==> src/rtl/smm_pkg.sv <==
// Shared constants and types for the square matrix multiplier.
package smm_pkg;

  // Field widths of the command and result transactions.
  localparam int unsigned CMD_W   = 2;
  localparam int unsigned COORD_W = 3;
  localparam int unsigned DATA_W  = 32;
  localparam int unsigned DIM_W   = 4;

  // Configuration port geometry.
  localparam int unsigned APB_ADDR_W = 3;
  localparam int unsigned APB_DATA_W = 32;

  // Register map, as indexes in 4-byte steps.
  localparam logic REG_DIMENSION = 1'b0;

  // Reset value of the dimension register.
  localparam logic [DIM_W-1:0] DIM_RESET = 4'd8;

  // Command codes.
  localparam logic [CMD_W-1:0] CMD_LOAD_A  = 2'd0;
  localparam logic [CMD_W-1:0] CMD_LOAD_B  = 2'd1;
  localparam logic [CMD_W-1:0] CMD_COMPUTE = 2'd2;

  // Sequencer states.
  typedef enum logic [1:0] {
    ST_IDLE,
    ST_ISSUE,
    ST_DRAIN,
    ST_EMIT
  } state_t;

  // Per-cycle control that travels with one multiply-accumulate term.
  typedef struct packed {
    logic issue;
    logic first;
    logic last;
  } mac_ctl_t;

endpackage

==> src/rtl/smm_store.sv <==
// Matrix element memory with per-entry valid bits and a registered read port.
module smm_store
  import smm_pkg::*;
#(
  parameter int unsigned DEPTH = 64,
  parameter int unsigned AW    = 6
) (
  input  logic              clk,
  input  logic              rst,
  input  logic              we,
  input  logic [AW-1:0]     waddr,
  input  logic [DATA_W-1:0] wdata,
  input  logic [AW-1:0]     raddr,
  output logic [DATA_W-1:0] rdata
);

  logic [DATA_W-1:0] mem [DEPTH];
  logic [DEPTH-1:0]  valid;
  logic [DATA_W-1:0] rd_word;
  logic              rd_valid;

  // Storage array; written only while the sequencer is idle.
  always_ff @(posedge clk) begin
    if (we) begin
      mem[waddr] <= wdata;
    end
    rd_word <= mem[raddr];
  end

  // Valid bits stand in for zeroing the array after reset.
  always_ff @(posedge clk) begin
    if (rst) begin
      valid    <= '0;
      rd_valid <= 1'b0;
    end else begin
      if (we) begin
        valid[waddr] <= 1'b1;
      end
      rd_valid <= valid[raddr];
    end
  end

  // An entry never written reads as zero.
  assign rdata = rd_valid ? rd_word : '0;

endmodule

==> config.mk <==
export PLATFORM = sky130hd
export DESIGN_NAME = smm_store
export DESIGN_NICKNAME = d
export VERILOG_FILES = /design/src/rtl/smm_pkg.sv /design/src/rtl/smm_store.sv
export SDC_FILE = /design/constraint.sdc
export NUM_CORES = 2
export LEC_CHECK = 0
export ABC_AREA = 0
export BUFFER_PORTS_ARGS = -buffer_cell sky130_fd_sc_hd__buf_2
export CORE_ASPECT_RATIO = 0.7
export CORE_UTILIZATION = 45
export CTS_BUF_LIST = sky130_fd_sc_hd__clkbuf_16
export DETAILED_ROUTE_END_ITERATION = 8
export GPL_ROUTABILITY_DRIVEN = 0
export SYNTH_ARGS = -nofsm -noshare
export SYNTH_HDL_FRONTEND = slang
export SYNTH_SLANG_ARGS = --single-unit
==> constraint.sdc <==
create_clock -name clk -period 5.2 [get_ports clk]
set_input_delay 0.26 -clock clk [delete_from_list [all_inputs] [get_ports clk]]
set_output_delay 0.26 -clock clk [all_outputs]
set_load 0.005 [all_outputs]
==> reports/metrics.yaml <==
status: "finished clean"
grt_max_degree: 88
fin_crit_sh: 0.552
async_flop_share: 0
avgSynthCellArea_sq_um: 23.0
numCtsBuffers: 190
tightest_slew_ps: 1320
postRouteAntennaNets: 0
overflow: 0
hp-start: "rst"
cts_root_buf: "clkbuf_16"
synth_edf_count: 2048
fp.dieArea_sq_um: 182000
rows: 130
layout.nets: 3786
finalInstanceArea_sq_um: 91400
maxCapViolCount: 0
ys_seq_elements: 2145
place_area_sq_um: 85200
crit_type: "reg -> out"
dp_cells: 5920
antenna_found_initial: 17
layout_common_cells: "edfxtp_1, mux4_2, clkbuf_16"
yosys.cell_types.count: 35
grt.total_usage: 0.231
synth_warnings: 0
dr.pass1.iters: 5
cp_max_fo: 32
crit_start: "rd_valid$_SDFF_PP0_"
dp_hpwl_um: 118000
grt_pass1_wl_um: 293000
syn2layout_area_growth_pct: 12.6
drt-total-wl_um: 207000
port_buffers: 78
synthFlopType: "edfxtp_1"
ys_seq_area_frac: 0.781
boundaryPins: 79
relSlewSlack: 0.118
num_vias: 38500
fmax_mhz: 349
drive_gt1_frac: 0.290
initial_core_util: 0.453
finClkSkew_ps: 25.3
hold_viol_final: 0
layout_commonest_cell: "edfxtp_1"
htree_num_levels: 4
post_cts_buffers: 0
coreArea_sq_um: 179000
drt-initial-drc-count: 4869
wl_per_cell_um: 33.0
setup_viol: 0
synth_top_area_cell: "edfxtp_1"
synth_nets: 3583
postSynthCellCount: 3536
vdd_ir_drop_max_mv: 0.404
drc: 0
hold_path.class: "in -> reg"
fin_setup_tns_ps: 0
drv_slew: 0
rsz0062_at_grt: "false"
die_w_um: 510
synth_top_area_frac: 0.758
start_kind: "flip-flop"
r2r-start: "mem[15][6]$_DFFE_PP_"
cp.required_ps: 4940
path_clk_slew_ps: 70
min_period_ps: 2870
viasPerCell: 6.13
synth_area_leaders: "edfxtp_1, mux4_2, dfxtp_1"
arrival_ps: 2610
clk_latency_ps: 830
powerDensity_nw_per_um2: 383
end_kind: "primary output"
grt_pass1_vias: 38200
power_leakage_nw: 28.7
cts.sinks: 2145
cts_tree: "built"
clock_path_buffers: 3
final_cells: 6278
fp.dieH_um: 357
netlist_area_sq_um: 81200
layer usage:
layer	GRT usage	vias to the layer above	share of wire	wire [um]
met5	0	-	0.00043	90
met4	0.0597	14	0.022	4570
met3	0.0512	284	0.087	18000
met2	0.331	1726	0.44	91500
met1	0.357	21000	0.45	92900
li1	-	15400	-	-
final cells by class:
class                   instances  area [sq um]
fillers                     13900         87800
flip-flops and latches       2145         63400
multi-input cells            1194         17300
clock buffers                 198          4950
well taps                    2376          2970
repair buffers                206          1550
clock inverters               154          1250
inverters                       2          7.51
diodes                          3          7.51
state kept, by name, indices dropped and copies added, names as in the netlist:
name      cells
mem        2048
rd_valid      1
rd_word      32
valid        64
worst paths after layout:
check | end | slack, ps | cells past startpoint
max | rdata[17] | 2330 | 2
min | valid[10]$_SDFFE_PP0P_ | 60 | 3
max reg2reg | rd_word[6]$_DFF_P_ | 2900 | 4
min reg2reg | valid[62]$_SDFFE_PP0P_ | 470 | 2
logic make-up (layout without fill, tap and decap cells):
kind of cell | after synthesis | in the layout | share of synthesized area
buffers and inverters | 197 | 560 | 0.0122
AND/OR/NAND/NOR | 340 | 340 | 0.0177
multiplexers | 660 | 660 | 0.169
AO/OA/AOI/OAI | 194 | 194 | 0.0197
flip-flops | 2145 | 2145 | 0.781
other | 0 | 3 | 0
worst max-delay path, stage by stage, from the launching register on:
cell	delay, ps
dfxtp_2	1040
and2_1	520
buf_2	200
repair_timing:
action	CTS	global route
hold endpoints to repair	6	0
hold buffers	3	0
resized for setup	0	0
report_power, final:
group	switching, mW	internal [mW]	total (mW)
sequential	0.0700	19.1	19.1
combinational	1.02	0.629	1.65
clock	6.28	7.91	14.2
metrics by stage:
step | util | power, mW | hold slack, ps | worst slack, ps
floorplan | - | 20.4 | 359 | 1710
global placement | 0.475 | 21.2 | 442 | 1620
detailed placement | 0.475 | 21.2 | 455 | 1630
CTS | 0.510 | 35.2 | 25.5 | 2340
global route | 0.510 | 35.9 | 76.7 | 2240
finish | 0.510 | 35.0 | 57.7 | 2330
synth_stat cells (20+ instances only):
cell type / number
a221oi_1: 86
dfxtp_1: 97
buf_2: 51
a22o_1: 26
mux2i_1: 90
and2_1: 38
nand2_1: 72
buf_4: 20
edfxtp_1: 2048
a22oi_1: 22
nor2_1: 200
mux4_2: 568
clkbuf_1: 95
(Power assumes the default switching activity.)
