===== config.mk =====
export PLATFORM = sky130hd
export DESIGN_NAME = smm_mac
export DESIGN_NICKNAME = d
export VERILOG_FILES = /design/src/rtl/smm_pkg.sv /design/src/rtl/smm_mac.sv
export SDC_FILE = /design/constraint.sdc
export NUM_CORES = 1
export LEC_CHECK = 0
export BUFFER_PORTS_ARGS = -buffer_cell sky130_fd_sc_hd__buf_2
export CAP_MARGIN = 15
export CORE_MARGIN = 4
export CORE_UTILIZATION = 65
export DETAILED_ROUTE_END_ITERATION = 8
export MAX_ROUTING_LAYER = met4
export PLACE_DENSITY_LB_ADDON = 0.3
export SETUP_SLACK_MARGIN = 0.5
export SLEW_MARGIN = 20
export SYNTH_ARGS = -nofsm -noshare
export SYNTH_HDL_FRONTEND = slang
export SYNTH_SLANG_ARGS = --single-unit

===== constraint.sdc =====
create_clock -name clk -period 11.45 [get_ports clk]
set_input_delay 2.29 -clock clk [delete_from_list [all_inputs] [get_ports clk]]
set_output_delay 2.29 -clock clk [all_outputs]
set_load 0.02 [all_outputs]

===== src/rtl/smm_pkg.sv =====
// Shared constants and types for the square matrix multiplier.
package smm_pkg;

  // Field widths of the command and result transactions.
  localparam int unsigned CMD_W   = 2;
  localparam int unsigned COORD_W = 3;
  localparam int unsigned DATA_W  = 32;
  localparam int unsigned DIM_W   = 4;

  // Configuration port geometry.
  localparam int unsigned APB_ADDR_W = 3;
  localparam int unsigned APB_DATA_W = 32;

  // Register map, as indexes in 4-byte steps.
  localparam logic REG_DIMENSION = 1'b0;

  // Reset value of the dimension register.
  localparam logic [DIM_W-1:0] DIM_RESET = 4'd8;

  // Command codes.
  localparam logic [CMD_W-1:0] CMD_LOAD_A  = 2'd0;
  localparam logic [CMD_W-1:0] CMD_LOAD_B  = 2'd1;
  localparam logic [CMD_W-1:0] CMD_COMPUTE = 2'd2;

  // Sequencer states.
  typedef enum logic [1:0] {
    ST_IDLE,
    ST_ISSUE,
    ST_DRAIN,
    ST_EMIT
  } state_t;

  // Per-cycle control that travels with one multiply-accumulate term.
  typedef struct packed {
    logic issue;
    logic first;
    logic last;
  } mac_ctl_t;

endpackage


===== src/rtl/smm_mac.sv =====
// Shared multiply-accumulate unit with a product register before the adder.
module smm_mac
  import smm_pkg::*;
(
  input  logic              clk,
  input  logic              rst,
  input  mac_ctl_t          ctl,
  input  logic [DATA_W-1:0] a_data,
  input  logic [DATA_W-1:0] b_data,
  output logic [DATA_W-1:0] acc,
  output logic              done
);

  mac_ctl_t          s1_ctl;
  mac_ctl_t          s2_ctl;
  logic [DATA_W-1:0] prod;

  // Control flags follow the store read and the multiplier.
  always_ff @(posedge clk) begin
    if (rst) begin
      s1_ctl <= '0;
      s2_ctl <= '0;
      done   <= 1'b0;
    end else begin
      s1_ctl <= ctl;
      s2_ctl <= s1_ctl;
      done   <= s2_ctl.issue & s2_ctl.last;
    end
  end

  // Low 32 bits of the product, then a wrapping accumulate.
  always_ff @(posedge clk) begin
    prod <= a_data * b_data;
    if (s2_ctl.issue) begin
      acc <= s2_ctl.first ? prod : acc + prod;
    end
  end

endmodule


==> metrics.txt <==
multi-input logic area 0.0156 sq mm; worst path cell trace buf_2, and2_1, fa_1, inv_1, fa_1, fa_1, inv_1, fa_1, ha_1, ha_1, inv_1, fa_1, inv_1, fa_1, ha_1, o21ai_0, a21oi_1, a311oi_1, o311ai_1, nand3_1, a21boi_1, o211ai_1, a21oi_1, xnor2_1; final setup TNS 0 ns; # rows 62; chip height roughly 180 um; post-cts sizing count 0; synthesized instance count roughly 2100; Critical Path AT ~9 ns; Tmin final ~9 ns; Max H-tree Level 3; cell area after synthesis a little under 0.02 sq mm; Max Clk Rate around 110 MHz; register area approximately 0.0017 sq mm; initial core utilization approximately 66%; compound-gate portion of the synthesized area 5.86%; register area share after synthesis 9.06%; Clock Tree Buf Depth 2; placed instance area about 0.020 sq mm; Async S/R FF share, synth 0%; P&R area growth vs syn 4.71%; Synthesized Nets approximately 2700; Layout Cell Area excl Fill roughly 0.020 sq mm; synth warn 0; Die X-Extent 180 um; via-per-instance ratio 5.57; GRT Util Overall just under 30%; DP Wirelength between 30000 and 40000 um; largest stage delay on the critical path roughly 0.55 ns; Crit. End Element flop; Worst Hold Slack just over 0.4 ns; Syn Area/Cell slightly above 9 sq um; CTS Sinks ~70; GRT overflow 0; cell repeated most along the worst path fa_1; Post-synth top flop dfxtp_1; final setup violating endpoints 0; # IOs 102; Worst setup SP type primary input; Clock Skew 0.0127 ns; Crit path buffers/inverters 5; postcts setup bufs 0; simple-gate share of the synthesized area between 10% and 20%; DRT iter0 DRCs 820; FF+latch count, synth roughly 70; share of cells above drive strength 1 under 10%; Slew @ Worst Pin ~0.8 ns; DRC viols 0; Vias 13900; CTS clk-pin slew, worst paths ~0.060 ns; post-route ant nets 0; delay-heaviest family, CP adder cells; mux share of post-synthesis cell area less than 1%; Die ar. about 0.032 sq mm; antenna violations before repair 0; worst hold path class reg2reg; fillcell total around 2200; xor/xnor share of the synthesized area about 5.1%; combinational family with the most area after synthesis adder cells; largest net degree at the start of global routing 66; hold_buf cts 0; R2R Setup Slk 8.34 ns; TritonCTS clock tree built; final period utilization around 78%; CP max stage cell o311ai_1; first-pass GRT wire length between 70000 and 80000 um; Yosys cell types 53; crit path kind in2reg; worst path required time between 10 and 15 ns; crit-path max FO 27; gpl congestion 0.912; relative slew slack between 40% and 50%; max cap viols 0; core area between 0.02 and 0.03 sq mm; CTS buffer count 9; status completed; NumNets Final 2740; vias in the first global route ~15000; RSZ-0062 raised after global routing no; Adder-Cell Fraction of Synth Area between 50% and 60%; DRT Wirelength between 40000 and 50000 um; EDFF count, synth 32; WL/cell between 15 and 20 um; Port Buffers ~100; n_diodes 0; Pre-Repair DR Iteration Count 5; CTS root buf clkbuf_16; Hold Violations, Final 0; Max Slew Vio Count 0; Worst-Skew Late Latency roughly 0.33 ns
-- tightest hold or removal path: cells and delay by family (launching register included) --
kind | cells | cell delay, ns
DFF | 1 | 0.29
and+or+nand+nor | 2 | 0.07
-- flip-flops by register name, summed over array words and instances (netlist names) --
name,cells
prod,32
s1_ctl,3
s2_ctl,3
done,1
acc,32
-- cells in the final DEF, fill, tap and decap left out, types with 3 or more instances in the layout --
master     count
inv_1        406
nand2b_1       4
nand2_1      309
ha_1         154
a21o_1        24
and2_1       272
dfxtp_1       38
nor2_1        23
o21bai_1       8
nor3_1         9
o21ai_0       37
nor2b_1       13
a21oi_1       44
xor2_1        37
buf_2        101
and4_1         3
a211oi_1       8
o21a_1         5
clkbuf_16      9
edfxtp_1      32
and3_1         6
clkinv_4       3
nand3_1       13
o21ai_1       12
fa_1         409
or3_1          3
xnor2_1       75
nand4_1        3
o211ai_1       9
-- cells in the mapped netlist, types with 12 or more instances --
library cell / instances / area share [%]
xnor2_1: 75 / 3.4
a21oi_1: 44 / 1.1
a21o_1: 24 / 0.94
nand3_1: 13 / 0.34
dfxtp_1: 39 / 4.1
inv_1: 406 / 7.9
xor2_1: 37 / 1.7
fa_1: 409 / 43
clkbuf_1: 96 / 1.9
o21ai_0: 37 / 0.96
edfxtp_1: 32 / 5.0
o21ai_1: 12 / 0.31
nand2_1: 309 / 6.0
and2_1: 272 / 8.9
nor2_1: 23 / 0.45
nor2b_1: 13 / 0.42
ha_1: 154 / 10
-- logic make-up (layout without fill, tap and decap cells) --
| kind of cell | after synthesis | after routing |
|---|---|---|
| buffers and inverters | 503 | 525 |
| adder cells (fa/ha/maj) | 563 | 563 |
| AND/OR/NAND/NOR | 667 | 667 |
| XOR/XNOR | 112 | 112 |
| flip-flops | 71 | 71 |
| AO/OA/AOI/OAI | 172 | 172 |
| multiplexers | 3 | 3 |
-- layer usage --
| metal | vias up | share of wire [%] | global-route usage (%) |
|---|---|---|---|
| met4 | 0 | 3.4 | 9.78 |
| met5 | - | 0 | - |
| li1 | 6303 | - | - |
| met3 | 82 | 7.2 | 4.73 |
| met1 | 7016 | 41 | 39.0 |
| met2 | 514 | 48 | 48.5 |
-- stage by stage --
stage	instances	utilization, %	worst slack, ns
2_1_floorplan	2091	-	2.62
5_1_grt	2497	69.6	2.22
3_5_place_dp	2481	68.6	2.28
4_1_cts	2497	69.6	2.65
3_3_place_gp	2481	68.6	2.38
6_report	2497	69.6	2.54
-- area by class of cell --
cell class | count | area share (%)
multi-input combinational | 1517 | 77.4
sequential | 71 | 8.66
inverter | 406 | 7.57
timing repair buffer | 103 | 2.59
tap | 384 | 2.39
clock buffer | 9 | 1.12
clock inverter | 7 | 0.249
-- worst paths after layout --
| check | start | to | cells past startpoint |
|---|---|---|---|
| max reg2reg | acc[1]$_DFFE_PP_ | acc[31]$_DFFE_PP_ | 10 |
| min | s2_ctl[0]$_SDFF_PP0_ | done$_SDFF_PP0_ | 2 |
| max | a_data[5] | prod[31]$_DFF_P_ | 24 |
| min reg2reg | s2_ctl[0]$_SDFF_PP0_ | done$_SDFF_PP0_ | 2 |
Power is left out: the tool's default activity adds up to more than one toggle a clock period on the data nets, which glitch-free logic cannot reach.
