File: src/rtl/smm_pkg.sv
// Shared constants and types for the square matrix multiplier.
package smm_pkg;

  // Field widths of the command and result transactions.
  localparam int unsigned CMD_W   = 2;
  localparam int unsigned COORD_W = 3;
  localparam int unsigned DATA_W  = 32;
  localparam int unsigned DIM_W   = 4;

  // Configuration port geometry.
  localparam int unsigned APB_ADDR_W = 3;
  localparam int unsigned APB_DATA_W = 32;

  // Register map, as indexes in 4-byte steps.
  localparam logic REG_DIMENSION = 1'b0;

  // Reset value of the dimension register.
  localparam logic [DIM_W-1:0] DIM_RESET = 4'd8;

  // Command codes.
  localparam logic [CMD_W-1:0] CMD_LOAD_A  = 2'd0;
  localparam logic [CMD_W-1:0] CMD_LOAD_B  = 2'd1;
  localparam logic [CMD_W-1:0] CMD_COMPUTE = 2'd2;

  // Sequencer states.
  typedef enum logic [1:0] {
    ST_IDLE,
    ST_ISSUE,
    ST_DRAIN,
    ST_EMIT
  } state_t;

  // Per-cycle control that travels with one multiply-accumulate term.
  typedef struct packed {
    logic issue;
    logic first;
    logic last;
  } mac_ctl_t;

endpackage

File: src/rtl/smm_ctrl.sv
// Sequencer that walks rows, columns and terms of the product.
module smm_ctrl
  import smm_pkg::*;
#(
  parameter int unsigned MAX_DIM = 8,
  parameter int unsigned CW      = 3,
  parameter int unsigned AW      = 6
) (
  input  logic               clk,
  input  logic               rst,
  input  logic               start,
  input  logic [DIM_W-1:0]   dimension,
  input  logic               mac_done,
  input  logic               res_ready,
  output logic               cmd_ready,
  output logic               res_valid,
  output mac_ctl_t           ctl,
  output logic [AW-1:0]      a_raddr,
  output logic [AW-1:0]      b_raddr,
  output logic [COORD_W-1:0] out_row,
  output logic [COORD_W-1:0] out_col,
  output logic               out_last
);

  state_t         state, state_next;
  logic [CW-1:0]  i, i_next;
  logic [CW-1:0]  j, j_next;
  logic [CW-1:0]  k, k_next;
  logic [CW-1:0]  dim_m1, dim_m1_next;
  logic [DIM_W-1:0] dim_clamped;

  // State and loop counters.
  always_ff @(posedge clk) begin
    if (rst) begin
      state <= ST_IDLE;
    end else begin
      state <= state_next;
    end
    i      <= i_next;
    j      <= j_next;
    k      <= k_next;
    dim_m1 <= dim_m1_next;
  end

  // Out-of-range dimensions are clamped into one through MAX_DIM.
  always_comb begin
    if (dimension == '0) begin
      dim_clamped = DIM_W'(1);
    end else if (dimension > DIM_W'(MAX_DIM)) begin
      dim_clamped = DIM_W'(MAX_DIM);
    end else begin
      dim_clamped = dimension;
    end
  end

  // Next state and handshake outputs.
  always_comb begin
    state_next  = state;
    i_next      = i;
    j_next      = j;
    k_next      = k;
    dim_m1_next = dim_m1;
    cmd_ready   = 1'b0;
    res_valid   = 1'b0;
    ctl         = '0;
    unique case (state)
      ST_IDLE: begin
        cmd_ready = 1'b1;
        if (start) begin
          dim_m1_next = CW'(dim_clamped - DIM_W'(1));
          i_next      = '0;
          j_next      = '0;
          k_next      = '0;
          state_next  = ST_ISSUE;
        end
      end
      ST_ISSUE: begin
        ctl.issue = 1'b1;
        ctl.first = (k == '0);
        ctl.last  = (k == dim_m1);
        if (k == dim_m1) begin
          k_next     = '0;
          state_next = ST_DRAIN;
        end else begin
          k_next = k + CW'(1);
        end
      end
      ST_DRAIN: begin
        if (mac_done) begin
          state_next = ST_EMIT;
        end
      end
      ST_EMIT: begin
        res_valid = 1'b1;
        if (res_ready) begin
          if (j == dim_m1) begin
            j_next = '0;
            if (i == dim_m1) begin
              state_next = ST_IDLE;
            end else begin
              i_next     = i + CW'(1);
              state_next = ST_ISSUE;
            end
          end else begin
            j_next     = j + CW'(1);
            state_next = ST_ISSUE;
          end
        end
      end
      default: begin
        state_next = ST_IDLE;
      end
    endcase
  end

  // Row-major addresses of A[i][k] and B[k][j].
  assign a_raddr = AW'(i * MAX_DIM + k);
  assign b_raddr = AW'(k * MAX_DIM + j);

  // Coordinates of the element being emitted.
  assign out_row  = COORD_W'(i);
  assign out_col  = COORD_W'(j);
  assign out_last = (i == dim_m1) && (j == dim_m1);

endmodule

File: config.mk
export PLATFORM = sky130hd
export DESIGN_NAME = smm_ctrl
export DESIGN_NICKNAME = d
export VERILOG_FILES = /design/src/rtl/smm_pkg.sv /design/src/rtl/smm_ctrl.sv
export SDC_FILE = /design/constraint.sdc
export NUM_CORES = 1
export LEC_CHECK = 0
export BUFFER_PORTS_ARGS = -buffer_cell sky130_fd_sc_hd__buf_2
export CORE_ASPECT_RATIO = 0.75
export CORE_UTILIZATION = 49
export CTS_CLUSTER_DIAMETER = 30
export DETAILED_ROUTE_END_ITERATION = 8
export HOLD_SLACK_MARGIN = 0.06
export PLACE_DENSITY = 0.8
export REMOVE_ABC_BUFFERS = 1
export SLEW_MARGIN = 5
export SYNTH_ARGS = -nofsm -noshare
export SYNTH_HDL_FRONTEND = slang
export SYNTH_SLANG_ARGS = --single-unit
File: constraint.sdc
create_clock -name clk -period 2 [get_ports clk]
set_input_delay 0.4 -clock clk [delete_from_list [all_inputs] [get_ports clk]]
set_output_delay 0.4 -clock clk [all_outputs]
set_load 0.1 [all_outputs]
==> metrics.md <==
| Metric | Value |
|---|---|
| Startpoint types | `register` |
| Largest net degree at the start of global routing | `9` |
| Commonest non-fill, non-tap cell in the layout | `buf_2` |
| Clock buffer depth | `2` |
| Starting Density | `a little over half` |
| Met1 Use GR | `22.3%` |
| DR iter-0 viols | `22` |
| Hold slack | `between 0.2 and 0.3 ns` |
| ANT nets after route | `0` |
| Grt total ovfl | `0` |
| Worst-skew pair later-pin latency | `0.27 ns` |
| # rows | `13` |
| Hold WC Path Type | `primary input to register` |
| H-Tree Depth | `1` |
| Final WL | `around 1800 um` |
| Core ar. | `1790 sq um` |
| Worst Path Class, Setup | `register to output port` |
| Complex-gate fraction of the synthesized area | `7.29%` |
| Fin. Hold Viols | `0` |
| Die area | `2140 sq um` |
| XOR/XNOR share of the synthesized area | `11.8%` |
| Slew @ Worst Pin | `0.489 ns` |
| Fin crit share | `98.3%` |
| Top FF cell, synth | `edfxtp_1` |
| Overall Global Routing Usage | `18.8%` |
| Nets | `roughly 140` |
| Post-CTS setup buffers | `0` |
| Antenna Diode Count | `0` |
| Commonest cells after routing, fill and taps aside | `buf_2, xnor2_1, edfxtp_1, nor2_1, ha_1` |
| CTS tree | `built` |
| Met3 GRT Util | `4.55%` |
| Met2 Usage GRT | `33.5%` |
| IO Port Bufs | `32` |
| Share of post-route cells with drive strength above 1 | `about a third` |
| Register area share after synthesis | `41.7%` |
| Mapped Cells | `91` |
| Status | `completed` |
| Drt drc | `0` |
| CP endpoint kind | `output port` |
| Crit path DAT | `1.57 ns` |
| Tmin final | `1.97 ns` |
| Setup TNS | `0 ns` |
| Proportion of synthesized flip-flops having asynchronous set or reset | `0%` |
| Via count | `722` |
| CTS buffer count | `3` |
| Main combinational cell family by area after synthesis | `simple AND/OR/NAND/NOR gates` |
| Simple-gate portion of the synthesized area | `14.6%` |
| Final HPWL DP | `around 1400 um` |
| Mean number of vias per cell | `5.12` |
| Syn. warnings | `0` |
| CTS Sinks | `14` |
| Chip width | `roughly 53 um` |
| Die span in y | `40.4 um` |
| Clock skew | `0.00242 ns` |
| Slew headroom | `between 60% and 70%` |
| Cell variety after synth | `25` |
| Synthesized area | `961 sq um` |
| Hold-fix buffers, CTS | `0` |
| Io pins | `33` |
| Vias in the first global route | `628` |
| Adder-cell share of the synthesized area | `13.0%` |
| Max FO, Critical Path | `5` |
| First-pass GRT wire length | `2690 um` |
| Initial antenna violation count | `0` |
| Syn_area_per_cell | `between 10 and 15 sq um` |
| DR WL/cell | `about 13 um` |
| Final setup viols | `0` |
| Max-slew violations | `0` |
| Number of flops mapped to enable cells by yosys | `12` |
| Drt first pass iters | `5` |
| Yosys reg bits | `14` |
| Max Cap Violations | `0` |
| GRT busiest layer | `met2` |
| RD Place Congestion | `0.758` |
| FMAX | `508 MHz` |
| CTS root buf | `clkbuf_4` |
| Clock transition at path regs | `about 0.09 ns` |
| Critical path required time | `between 1.5 and 2 ns` |
| Mux share of post-synthesis cell area | `1.04%` |
| Area grow syn2layout | `20.2%` |
[through the flow]
stage               util (%)  std cells  cell area [sq um]  worst slack (ns)
floorplan                  -         82                893             -1.65
global placement        62.5        137               1120             0.305
detailed placement      62.5        137               1120             0.229
CTS                     64.1        141               1150           0.00849
global route            64.5        141               1150           -0.0356
finish                  64.5        141               1150            0.0330
[registers in the layout (all words and copies together) (netlist names)]
name     flops
k            3
out_col      3
dim_m1       3
state        2
out_row      3
[per-layer routing]
layer  part of all wire, %  vias to the layer above
met3                   4.4                        0
met5                     0                        -
met4                     0                        0
met1                    46                      346
li1                      -                      351
met2                    50                       25
[Yosys cell counts (3+ instances only)]
master | number | share of area (%)
buf_4 | 9 | 7.0
edfxtp_1 | 12 | 38
ha_1 | 10 | 13
inv_1 | 7 | 2.7
nand2b_1 | 3 | 2.0
nand3_1 | 3 | 1.6
nor2_1 | 12 | 4.7
xnor2_1 | 13 | 12
[worst max-delay path, cell delays in order (launching register included)]
cell      delay [ns]
edfxtp_1        0.49
xnor2_1         0.22
nand3_2         0.16
nor2_2          0.21
buf_12          0.20
[worst paths after layout]
path                            cells past startpoint  slack, ns    endpoint      start
worst max-delay path                                4       0.03    out_last  dim_m1[0]
worst min-delay path                                2       0.29    state[0]        rst
worst max register to register                      5       0.16  out_row[2]   state[0]
worst min register to register                      2       0.59    state[1]   state[1]
[area by class of cell]
type                    instances  area (sq um)
clock buffers                   3          22.5
clock inverters                 1          3.75
fillers                       150           634
inverters                       9          33.8
multi-input cells              59           467
flip-flops and latches         14           400
well taps                      22          27.5
repair buffers                 33           200
[repair_timing]
item / 4_1_cts / 5_1_grt
pin swaps: 0 / 0
cloned: 0 / 0
resized for setup: 1 / 2
endpoints found under the setup margin: 1 / 1
[cells by family after synthesis]
family / after synthesis
adder cells (fa/ha/maj): 10
AND/OR/NAND/NOR: 26
multiplexers: 1
XOR/XNOR: 13
flip-flops: 14
buffers and inverters: 18
AO/OA/AOI/OAI: 9
Power is left out: the tool's default activity adds up to more than one toggle a clock period on the data nets, which glitch-free logic cannot reach.
